[src/rtl/swrr_pkg.sv]
`timescale 1ns / 1ps
// ----------------------------------------------------------------------------
// swrr_pkg
// Shared types, codes and helpers for the smooth weighted round-robin table.
// ----------------------------------------------------------------------------
package swrr_pkg;

  // Default and largest supported number of table entries.
  localparam int ENTRIES_DEF = 16;
  localparam int IDX_W       = 8;   // holds any slot index up to 256 entries
  localparam int SLOT_W      = 4;
  localparam int WEIGHT_W    = 32;
  localparam int RANK_W      = 8;
  localparam int RV_W        = 48;
  localparam int SCORE_W     = RV_W + 1;
  localparam int TOTAL_W     = WEIGHT_W + IDX_W;
  localparam int UPD_W       = RV_W + 2;

  // Request codes.
  localparam logic [1:0] REQ_INSERT = 2'd0;
  localparam logic [1:0] REQ_UPDATE = 2'd1;
  localparam logic [1:0] REQ_REMOVE = 2'd2;
  localparam logic [1:0] REQ_SELECT = 2'd3;

  // Status codes.
  localparam logic [1:0] ST_OK      = 2'd0;
  localparam logic [1:0] ST_NOTCONN = 2'd1;
  localparam logic [1:0] ST_REFUSED = 2'd2;

  // Running value limits, sign-extended to the update width.
  localparam logic signed [UPD_W-1:0] RV_MAX_EXT = UPD_W'(signed'(49'h0_7FFF_FFFF_FFFF));
  localparam logic signed [UPD_W-1:0] RV_MIN_EXT = -RV_MAX_EXT - UPD_W'(1);

  typedef struct packed {
    logic [1:0]          req_type;
    logic [SLOT_W-1:0]   slot;
    logic [WEIGHT_W-1:0] weight;
    logic [RANK_W-1:0]   tie_rank;
  } swrr_in_t;

  typedef struct packed {
    logic [1:0]        status;
    logic [SLOT_W-1:0] chosen_slot;
  } swrr_out_t;

  // Table edit broadcast to every cell.
  typedef struct packed {
    logic                wr_en;
    logic [1:0]          req_type;
    logic [SLOT_W-1:0]   slot;
    logic [WEIGHT_W-1:0] weight;
    logic [RANK_W-1:0]   tie_rank;
  } swrr_cmd_t;

  // Best-so-far record handed from cell to cell during a scan.
  typedef struct packed {
    logic               live;
    logic               any_valid;
    logic               found;
    logic [SCORE_W-1:0] best_score;
    logic [RANK_W-1:0]  best_rank;
    logic [IDX_W-1:0]   best_idx;
    logic [TOTAL_W-1:0] total;
  } swrr_scan_t;

  // Winner broadcast that applies the running value update.
  typedef struct packed {
    logic               en;
    logic [IDX_W-1:0]   win_idx;
    logic [TOTAL_W-1:0] total;
  } swrr_commit_t;

  // Clamp an exact update result to the signed 48-bit range.
  function automatic logic [RV_W-1:0] sat_rv(input logic signed [UPD_W-1:0] v);
    logic [RV_W-1:0] res;
    if (v > RV_MAX_EXT) begin
      res = RV_MAX_EXT[RV_W-1:0];
    end else if (v < RV_MIN_EXT) begin
      res = RV_MIN_EXT[RV_W-1:0];
    end else begin
      res = v[RV_W-1:0];
    end
    return res;
  endfunction

endpackage

[src/rtl/swrr_cell.sv]
`timescale 1ns / 1ps
// ----------------------------------------------------------------------------
// swrr_cell
// One table entry. Applies edits, folds itself into the passing scan record
// and applies the running value update when a winner is committed.
// ----------------------------------------------------------------------------
module swrr_cell #(
  parameter int CELL_IDX = 0
) (
  input  logic                   clk,
  input  logic                   rst_n,
  input  swrr_pkg::swrr_cmd_t    cmd,
  input  swrr_pkg::swrr_scan_t   scan_i,
  output swrr_pkg::swrr_scan_t   scan_o,
  input  swrr_pkg::swrr_commit_t commit
);
  import swrr_pkg::*;

  logic                valid_r;
  logic                valid_nxt;
  logic [WEIGHT_W-1:0] weight_r;
  logic [WEIGHT_W-1:0] weight_nxt;
  logic [RANK_W-1:0]   rank_r;
  logic [RANK_W-1:0]   rank_nxt;
  logic [RV_W-1:0]     rv_r;
  logic [RV_W-1:0]     rv_nxt;
  logic                live_r;
  swrr_scan_t          scan_r;
  swrr_scan_t          scan_nxt;

  logic                hit;
  logic                active;
  logic signed [SCORE_W-1:0] score;
  logic                take;
  logic signed [UPD_W-1:0]   upd;

  assign hit    = cmd.wr_en && ({{(IDX_W-SLOT_W){1'b0}}, cmd.slot} == IDX_W'(CELL_IDX));
  assign active = valid_r && (weight_r != '0);
  assign score  = $signed({rv_r[RV_W-1], rv_r}) + $signed({{(SCORE_W-WEIGHT_W){1'b0}}, weight_r});

  // Running value after a select: add the weight, and take the total off the winner.
  always_comb begin
    upd = $signed({{(UPD_W-RV_W){rv_r[RV_W-1]}}, rv_r})
        + $signed({{(UPD_W-WEIGHT_W){1'b0}}, weight_r});
    if (commit.win_idx == IDX_W'(CELL_IDX)) begin
      upd = upd - $signed({{(UPD_W-TOTAL_W){1'b0}}, commit.total});
    end
  end

  // Entry edits and the select update.
  always_comb begin
    valid_nxt  = valid_r;
    weight_nxt = weight_r;
    rank_nxt   = rank_r;
    rv_nxt     = rv_r;
    if (hit) begin
      case (cmd.req_type)
        REQ_INSERT: begin
          valid_nxt  = 1'b1;
          weight_nxt = cmd.weight;
          rank_nxt   = cmd.tie_rank;
          rv_nxt     = '0;
        end
        REQ_UPDATE: begin
          weight_nxt = cmd.weight;
          if (!valid_r) begin
            valid_nxt = 1'b1;
            rank_nxt  = cmd.tie_rank;
            rv_nxt    = '0;
          end
        end
        REQ_REMOVE: begin
          valid_nxt = 1'b0;
        end
        default: begin
        end
      endcase
    end else if (commit.en && active) begin
      rv_nxt = sat_rv(upd);
    end
  end

  // Fold this entry into the best-so-far record from the left neighbor.
  always_comb begin
    scan_nxt           = scan_i;
    scan_nxt.any_valid = scan_i.any_valid | valid_r;
    take = !scan_i.found
        || (score > $signed(scan_i.best_score))
        || ((score == $signed(scan_i.best_score)) && (rank_r < scan_i.best_rank));
    if (active) begin
      scan_nxt.total = scan_i.total + TOTAL_W'(weight_r);
      if (take) begin
        scan_nxt.found      = 1'b1;
        scan_nxt.best_score = score;
        scan_nxt.best_rank  = rank_r;
        scan_nxt.best_idx   = IDX_W'(CELL_IDX);
      end
    end
  end

  always_ff @(posedge clk) begin
    if (!rst_n) begin
      valid_r <= 1'b0;
      live_r  <= 1'b0;
    end else begin
      valid_r <= valid_nxt;
      live_r  <= scan_i.live;
    end
  end

  always_ff @(posedge clk) begin
    weight_r <= weight_nxt;
    rank_r   <= rank_nxt;
    rv_r     <= rv_nxt;
    if (scan_i.live) begin
      scan_r <= scan_nxt;
    end
  end

  always_comb begin
    scan_o      = scan_r;
    scan_o.live = live_r;
  end

endmodule

[config.mk]
export PLATFORM = sky130hd
export DESIGN_NAME = swrr_cell
export DESIGN_NICKNAME = d
export VERILOG_FILES = /design/src/rtl/swrr_pkg.sv /design/src/rtl/swrr_cell.sv
export SDC_FILE = /design/constraint.sdc
export NUM_CORES = 1
export LEC_CHECK = 0
export ABC_AREA = 1
export BUFFER_PORTS_ARGS = -buffer_cell sky130_fd_sc_hd__buf_2
export CAP_MARGIN = 20
export CORE_ASPECT_RATIO = 0.9
export CORE_MARGIN = 5
export CORE_UTILIZATION = 25
export DETAILED_ROUTE_END_ITERATION = 8
export PLACE_DENSITY = 0.45
export RECOVER_POWER = 50
export SLEW_MARGIN = 20
export SYNTH_ARGS = -nofsm -noshare
export SYNTH_HDL_FRONTEND = slang
export SYNTH_SLANG_ARGS = --single-unit
[constraint.sdc]
create_clock -name clk -period 8 [get_ports clk]
set_input_delay 1.2 -clock clk [delete_from_list [all_inputs] [get_ports clk]]
set_output_delay 1.2 -clock clk [all_outputs]
set_load 0.01 [all_outputs]
# ---- Word level (Yosys, flattened, before mapping)
# Index checks and enable logic that the tools add are counted.
dict set report totals {
  register_bits 197
  in_bits 206
  elab_cells 57
}
dict set report classes {
  addsub 4
  n_lt_le_gt_ge 4
  eq_ne 6
  n_mux 12
  n_bitwise 1
  reduce_logical 19
}
# operator count
set ops {}
lappend ops {{48-bit two-way mux} 5}
lappend ops {{106-bit two-way mux} 1}
lappend ops {{48-bit by 33-bit adder with 49-bit output} 2}
lappend ops {{48-bit one-hot mux with 2 select lines} 1}
lappend ops {{66-bit two-way mux} 1}
lappend ops {{50-bit by 48-bit greater-than comparator with 1-bit output (second input constant)} 1}
lappend ops {{50-bit by 48-bit < comparator with 1-bit output (second input constant)} 1}
lappend ops {{50-bit two-way mux} 1}
lappend ops {{49-bit by 41-bit subtractor with 50-bit output} 1}
lappend ops {{49-bit equality test} 1}
lappend ops {{49-bit greater-than comparator} 1}
lappend ops {{40-bit by 32-bit adder with 40-bit output} 1}
lappend ops {{32-bit nonzero test} 1}
lappend ops {{8-bit one-hot mux with 2 select lines} 1}
lappend ops {{8-bit zero test} 1}
lappend ops {{8-bit < comparator} 1}
lappend ops {{8-bit two-way mux} 1}
lappend ops {{3-bit AND reduction} 2}
lappend ops {{2-bit nonzero test} 3}
lappend ops {{1-bit logical AND} 4}
lappend ops {{4-bit zero test} 1}
lappend ops {{2-bit AND reduction} 2}
lappend ops {{3-bit by 1-bit inequality test with 1-bit output (second input constant)} 1}
lappend ops {{3-bit inequality test (second input constant)} 1}
lappend ops {{other kinds (9)} 10}

# ---- Longest topological paths before layout
# Gate-level depths: netlist (run 1).
dict set report depth {
  depth_word 8
  ltp_mapped 32
  mapped_depth_nobuf 30
}

# ---- Least setup slack after synthesis (run 1)
# Ideal clock, no wire load.
dict set report synth_timing {
  kind {in2reg}
  start {input port cmd[43] in the netlist's numbering}
  end {register rv_r[0], enable pin}
  setup_ns 0.520
  t_arrival_ns 6.700
  t_required_ns 7.480
  setup_slack_ns 0.780
  path_stages 7
  path_buffers 1
  path_cell_list {nor2_1 and3_1 clkbuf_1 inv_1 nor2_1 inv_1 o21ai_0}
}
dict set report synth_via {
  elab_chain_cells 4
  word_cells_on_any_way 6
  cone_classes {2 x eq/ne; 4 x reduce/logical}
}
# element line
set synth_lines {}
lappend synth_lines {{from (decl)} swrr_cell.sv:12} ;# input swrr_pkg::swrr_cmd_t cmd,
lappend synth_lines {{4-bit zero test (*)} swrr_cell.sv:37} ;# assign hit = cmd.wr_en && ({{(IDX_W-SLOT_W){1'b0}}, cmd.slot} == IDX_W'(CELL_IDX));
lappend synth_lines {{1-bit logical AND (*)} swrr_cell.sv:37}
lappend synth_lines {{3-bit by 1-bit inequality test with 1-bit output (no line) (tied with other cells)} --}
lappend synth_lines {{3-bit AND reduction (no line) (*)} --}
lappend synth_lines {{to (signal assigned)} swrr_cell.sv:114} ;# rv_r <= rv_nxt;
lappend synth_lines {{to (decl)} swrr_cell.sv:25} ;# logic [RV_W-1:0] rv_r;
# Every way passes the cells marked *; elsewhere a longest branch is shown, timed or not.
# A chain may end at the register's enable or synchronous reset.

==> flow_summary_export.csv, run 1 <==
group,metric,value,unit
sta,report.final.slew_viol_count,111,
global_route,busiest_layer,"met2",
global_route,overflow,0,
floorplan,dieArea,77950,um2
route,vias,17400,
clock_tree,cts_tree,"built",
logic_synthesis,synthMuxAreaShare,0,%
pwr,internal_power,1.830,mW
setup_path,start_kind,"register",
status,violations,"max-capacitance violations, max-slew violations",
cells_and_area,area_delta_synth_final,16.94,%
cells_and_area,regArea,5896,um2
global_route,grt_pass1_wl,103.9,mm
floorplan,die_x,293.7,um
clock_tree,cts_sinks,197,
pwr,p_switching,0.8948,mW
route,dr.pass1.iters,5,
cells_and_area,multi_input_area,10410,um2
logic_synthesis,synth_seq_cells,197,
route,dr.first_iter.drc_count,1082,
logic_synthesis,synth_flop_cell,"edfxtp_1",
logic_synthesis,yosysWarningCount,0,
global_route,antenna_found_initial,1,
setup_path,crit_type,"reg2reg",
pwr,p_comb_share,23.8,%
floorplan,io_pins,314,
floorplan,initial_core_util,25.27,%
setup_path,worstPathArrival,6.76,ns
clock_tree,post_cts_buffers,0,
sta,hold_viol,0,
sta,setup_tns,0,ns
placed_design,portBuffers,313,
global_route,first_global_vias,17310,
sta,finalCritPeriodShare,79.96,%
logic_synthesis,synthCells,2548,
logic_synthesis,yosys.area_share.simple,29.34,%
logic_synthesis,syn_area_per_cell,7.109,um2
cells_and_area,final_common_cell,"nand2_1",
clock_tree,clk_latency,0.50,ns
clock_tree,cts_hold_buffers,0,
logic_synthesis,synth_top_family_by_area,"simple AND/OR/NAND/NOR gates",
route,ant_nets,0,
sta,rsz0062_at_grt,"false",
route,wl_per_cell,18.23,um
sta,setup_viol,0,
setup_path,cp_top_family,"simple AND/OR/NAND/NOR gates",
clock_tree,clockBufferDepth,2,
logic_synthesis,synth_edf_count,195,
route,drc,0,
floorplan,fp-row-count,93,
logic_synthesis,yosys.area.top_type_share,32.33,%
setup_path,path_buf_inv,3,
global_route,grt_use_met3,2.480,%
cells_and_area,layout.nets,3221,
sta,maxSlewHeadroom,-125.8,%
route,vias_per_cell,4.561,
run,drv_cap,2,
placed_design,dpl.hpwl,57.84,mm
logic_synthesis,synth_seq_area_share,32.55,%
pwr,clockPowerShare,32.1,%
logic_synthesis,synth_fp_nets,2917,
cells_and_area,nFillCells,8041,
sta,hold_ws,0.5572,ns
logic_synthesis,synth.area.top_cells,"edfxtp_1 (32%), nand2_1 (15%), ha_1 (11%), inv_1 (8.2%), a21oi_1 (4.8%)",
pwr,powerDensity,128.6,nW/um2
setup_path,endpoint_kind,"register",
global_route,grtUsageTotal,17.45,%
clock_tree,clk_pin_slew,0.08,ns
cells_and_area,drive_gt1_share,13.90,%
setup_path,cp_data_required_time,8.36,ns
hold_path,min_path_type,"reg2reg",
clock_tree,root_buffer,"clkbuf_16",
pwr,leakage,9.965,nW
cells_and_area,fin_util,29.55,%
logic_synthesis,synth-compound-area-share,13.26,%
setup_path,cpMaxStageDelayCell,"nor4_1",
route,routed_wl,69.53,mm
clock_tree,cts_resized,0,
clock_tree,cts-buffers-inserted,17,
sta,max_freq,156.3,MHz
pwr,ir_drop,0.1750,mV
logic_synthesis,yosysTopAreaCell,"edfxtp_1",
cells_and_area,stdcell_count,3815,
pwr,swShare,32.84,%
placed_design,routabilityCongestion,0.9745,
setup_path,crit_fanout,65,
sta,period_needed,6.397,ns
global_route,grt_start_max_net_pins,66,
sta,skew,0.01893,ns
cells_and_area,layout_common_cells,"nand2_1 (718), inv_1 (395), edfxtp_1 (195)",
placed_design,dp.cells,3783,
setup_path,cp_common_cell,"nand2_1",
clock_tree,htree_levels,4,
setup_path,slowest_delay,0.88,ns
pwr,p_seq_share,44.1,%
status,outcome,"complete, but fails checks",
global_route,use_met2,28.69,%
logic_synthesis,synthAdderAreaFrac,11.38,%
logic_synthesis,yosysUniqueCellTypes,52,
logic_synthesis,synth-xor-area-share,3.288,%
sta,worstMarginPinSlew,3.387,ns
floorplan,core_area,71680,um2
floorplan,die_y,265.4,um
logic_synthesis,syn_area,18110,um2
logic_synthesis,synth-async-reset-ratio,0,%
global_route,use_met1,24.46,%
-- power by group through the flow --
| stage | clock network [mW] | registers [mW] | logic, mW |
|---|---|---|---|
| global route | 0.948 | 1.21 | 0.728 |
| floorplan | 0 | 1.24 | 0.374 |
| global placement | 0 | 1.22 | 0.664 |
| detailed placement | 0 | 1.22 | 0.657 |
| finish | 0.875 | 1.20 | 0.649 |
| CTS | 0.917 | 1.20 | 0.661 |
-- cell usage after synthesis, drive strengths merged (5+ instances only) --
master / n
buf: 23
nand3: 159
clkbuf: 31
o21bai: 6
nor2: 199
o211ai: 6
nor4: 20
a21boi: 13
nand2: 769
or2: 30
a21oi: 203
a21o: 12
edfxtp: 195
o21ai: 119
xor2: 38
ha: 160
o22ai: 8
o21a: 10
nand4: 30
nor3: 22
a31oi: 22
nand3b: 5
xnor2: 30
inv: 412
-- registers in the layout (all words and copies together) (netlist names) --
register  cells
rank_r        8
rv_r         48
scan_o      107
live_r        1
valid_r       1
weight_r     32
-- final timing paths --
kind,start,endpoint,slack (ns),cells past startpoint
hold reg to reg,valid_r$_SDFFE_PN0P_,valid_r$_SDFFE_PN0P_,0.56,2
hold / removal,valid_r$_SDFFE_PN0P_,valid_r$_SDFFE_PN0P_,0.56,2
setup / recovery,weight_r[0]$_DFFE_PP_,scan_o[83]$_DFFE_PP_,1.60,25
setup reg to reg,weight_r[0]$_DFFE_PP_,scan_o[83]$_DFFE_PP_,1.60,25
-- routing by layer --
metal,part of all wire (%),vias up
met4,1.6,0
met3,4.1,49
met2,46,382
met1,48,7977
met5,0,-
li1,-,8992
-- final cells by class --
class | instances | area share (%)
Clock buffer | 19 | 2.044
Inverter | 413 | 7.325
Clock inverter | 12 | 0.4903
Antenna cell | 1 | 0.01181
Timing Repair Buffer | 339 | 7.531
Sequential cell | 197 | 27.83
Tap cell | 950 | 5.612
Multi-Input combinational cell | 1884 | 49.15
-- cells by family (layout without fill, tap and decap cells) --
family	after synthesis	in the layout
other cells	0	1
xor+xnor	68	68
fa+ha+maj	163	163
flops	197	197
compound gates	415	415
buf+inv	467	783
simple gates	1238	1238
-- stage by stage --
step | cell area (um2) | worst slack [ns] | power (mW)
CTS | 21350 | 1.250 | 2.776
floorplan | 18110 | 0.7799 | 1.611
global route | 21180 | 0.9523 | 2.881
finish | 21180 | 1.603 | 2.724
detailed placement | 20810 | 1.258 | 1.878
global placement | 20810 | 1.137 | 1.886
-- worst register-to-register path, stage by stage (launching register included) --
cell and delay, ns:
edfxtp_1 0.45, ha_1 0.22, inv_1 0.06, fa_1 0.39, inv_1 0.10, nand3_1 0.08
nand2_2 0.11, nand2_1 0.08, nand2_2 0.14, nand2_1 0.07, o211ai_1 0.33, nand2_1 0.11
nand3_1 0.15, a31oi_1 0.20, ha_1 0.38, nand2_1 0.22, nor4_1 0.89, nand2_1 0.11
nor3_1 0.30, nand4_1 0.32, a211oi_1 0.27, a21oi_1 0.13, nand2_2 0.10, buf_4 0.58
nand3_1 0.36, nand2_1 0.14
No activity file was read; power rests on OpenSTA's default activity.
==> run 2: changes to the inputs <==
==> constraint.sdc (replaced) <==
create_clock -name clk -period 6.35 [get_ports clk]
set_input_delay 0.9525 -clock clk [delete_from_list [all_inputs] [get_ports clk]]
set_output_delay 0.9525 -clock clk [all_outputs]
set_load 0.01 [all_outputs]
==> flow_summary_export.csv, run 2 (synthesis gave the netlist of run 1 again) <==
group,metric,value,unit
status,outcome,"complete, but fails checks",
status,violations,"max-capacitance violations, max-slew violations",
route,drc,0,
clock_tree,clockBufferDepth,2,
route,dr.pass1.iters,5,
global_route,grtUsageTotal,17.47,%
floorplan,fp-row-count,93,
sta,hold_viol,0,
pwr,ir_drop,0.2099,mV
cells_and_area,area_delta_synth_final,18.19,%
sta,skew,0.02384,ns
cells_and_area,nFillCells,8072,
sta,worstMarginPinSlew,3.165,ns
route,ant_nets,0,
placed_design,portBuffers,313,
cells_and_area,largest_register_ffs,107,
pwr,leakage,10.12,nW
sta,rsz0062_at_grt,"false",
setup_path,cp_common_cell,"nand2_1",
floorplan,initial_core_util,25.27,%
cells_and_area,final_common_cell,"nand2_1",
clock_tree,htree_levels,4,
floorplan,io_pins,314,
setup_path,worstPathArrival,6.21,ns
clock_tree,cts_resized,0,
setup_path,cpMaxStageDelayCell,"nor4_4",
sta,setup_tns,0,ns
run,drv_cap,3,
sta,finalCritPeriodShare,93.90,%
clock_tree,cts_tree,"built",
setup_path,cp_top_family,"simple AND/OR/NAND/NOR gates",
clock_tree,cts_sinks,197,
placed_design,routabilityCongestion,0.9524,
sta,maxSlewHeadroom,-111.0,%
global_route,grt_start_max_net_pins,66,
setup_path,slowest_delay,0.60,ns
sta,max_freq,167.7,MHz
clock_tree,clk_latency,0.51,ns
global_route,antenna_found_initial,2,
floorplan,die_y,265.4,um
setup_path,start_kind,"register",
pwr,p_total,3.543,mW
setup_path,crit_fanout,38,
clock_tree,clk_pin_slew,0.08,ns
cells_and_area,drive_gt1_share,14.81,%
route,routed_wl,69.45,mm
pwr,powerDensity,165.5,nW/um2
hold_path,min_path_type,"reg2reg",
sta,hold_ws,0.5340,ns
route,vias_per_cell,4.566,
cells_and_area,stdcell_count,3829,
placed_design,dpl.hpwl,58.19,mm
setup_path,worst-r2r-setup-slack,0.39,ns
cells_and_area,layout_common_cells,"nand2_1 (718), inv_1 (395), edfxtp_1 (195)",
setup_path,endpoint_kind,"register",
setup_path,crit_type,"reg2reg",
global_route,first_global_vias,17230,
global_route,grt_pass1_wl,104.0,mm
sta,setup_viol,0,
route,wl_per_cell,18.14,um
global_route,overflow,0,
clock_tree,cts-buffers-inserted,17,
placed_design,dp.cells,3795,
clock_tree,post_cts_buffers,0,
clock_tree,root_buffer,"clkbuf_16",
setup_path,path_buf_inv,3,
setup_path,cp_data_required_time,6.60,ns
sta,period_needed,5.963,ns
route,vias,17480,
cells_and_area,layout.nets,3233,
sta,report.final.slew_viol_count,145,
floorplan,dieArea,77950,um2
clock_tree,cts_hold_buffers,0,
floorplan,core_area,71680,um2
route,dr.first_iter.drc_count,1160,
floorplan,die_x,293.7,um
[run 2: cell types whose count changed in the layout (fill, tap and decap cells not counted), moves of 3 or more]
cell / previous run / this run
buf_2: 183 / 192
buf_4: 25 / 32
clkbuf_1: 133 / 121
clkinv_1: 3 / 0
clkinvlp_4: 3 / 0
[run 2: cell type report]
| type | count | area [um2] | share of cell area, % |
|---|---|---|---|
| Timing Repair Buffer | 351 | 1727 | 8.065 |
| Inverter | 413 | 1551 | 7.247 |
| Antenna cell | 2 | 5.005 | 0.02338 |
| Sequential cell | 197 | 5896 | 27.54 |
| Clock inverter | 15 | 188.9 | 0.8825 |
| Clock buffer | 17 | 425.4 | 1.987 |
| Multi-Input combinational cell | 1884 | 10430 | 48.70 |
| Tap cell | 950 | 1189 | 5.552 |
[run 2: stage by stage]
stage               setup slack [ns]  util [%]  area [um2]
floorplan                     0.6680         -       18110
global placement             -0.3495     29.19       20930
detailed placement           0.03590     29.20       20930
CTS                         0.003065     30.06       21550
global route                 0.02524     29.87       21410
finish                        0.3871     29.87       21410
[run 2: tightest hold or removal path: cells and delay by family, from the launching register on]
family             cells  cell delay [ns]
and+or+nand+nor        1             0.08
DFF                    1             0.35
AOI/OAI and AO/OA      1             0.07
[run 2: report_power, final]
| part | switching, mW | leakage, nW | total, mW | internal (mW) |
|---|---|---|---|---|
| registers | 0.0202 | 1.86 | 1.51 | 1.49 |
| clock network | 0.578 | 0.306 | 1.21 | 0.629 |
| logic | 0.542 | 7.96 | 0.824 | 0.281 |
| total | 1.14 | 10.1 | 3.54 | 2.40 |
[run 2: worst paths after layout]
check                           cells past startpoint                  start                   end
worst max-delay path                               26  weight_r[0]$_DFFE_PP_  scan_o[87]$_DFFE_PP_
worst min-delay path                                2   valid_r$_SDFFE_PN0P_  valid_r$_SDFFE_PN0P_
worst max register to register                     26  weight_r[0]$_DFFE_PP_  scan_o[87]$_DFFE_PP_
worst min register to register                      2   valid_r$_SDFFE_PN0P_  valid_r$_SDFFE_PN0P_
[run 2: layer usage]
| layer | GRT usage, % | vias up | routed length, um |
|---|---|---|---|
| met2 | 28.44 | 393 | 31700 |
| met3 | 2.396 | 60 | 3018 |
| met1 | 24.35 | 8007 | 33160 |
| met4 | 4.940 | 0 | 1573 |
| met5 | 0 | - | 0 |
| li1 | - | 9024 | - |
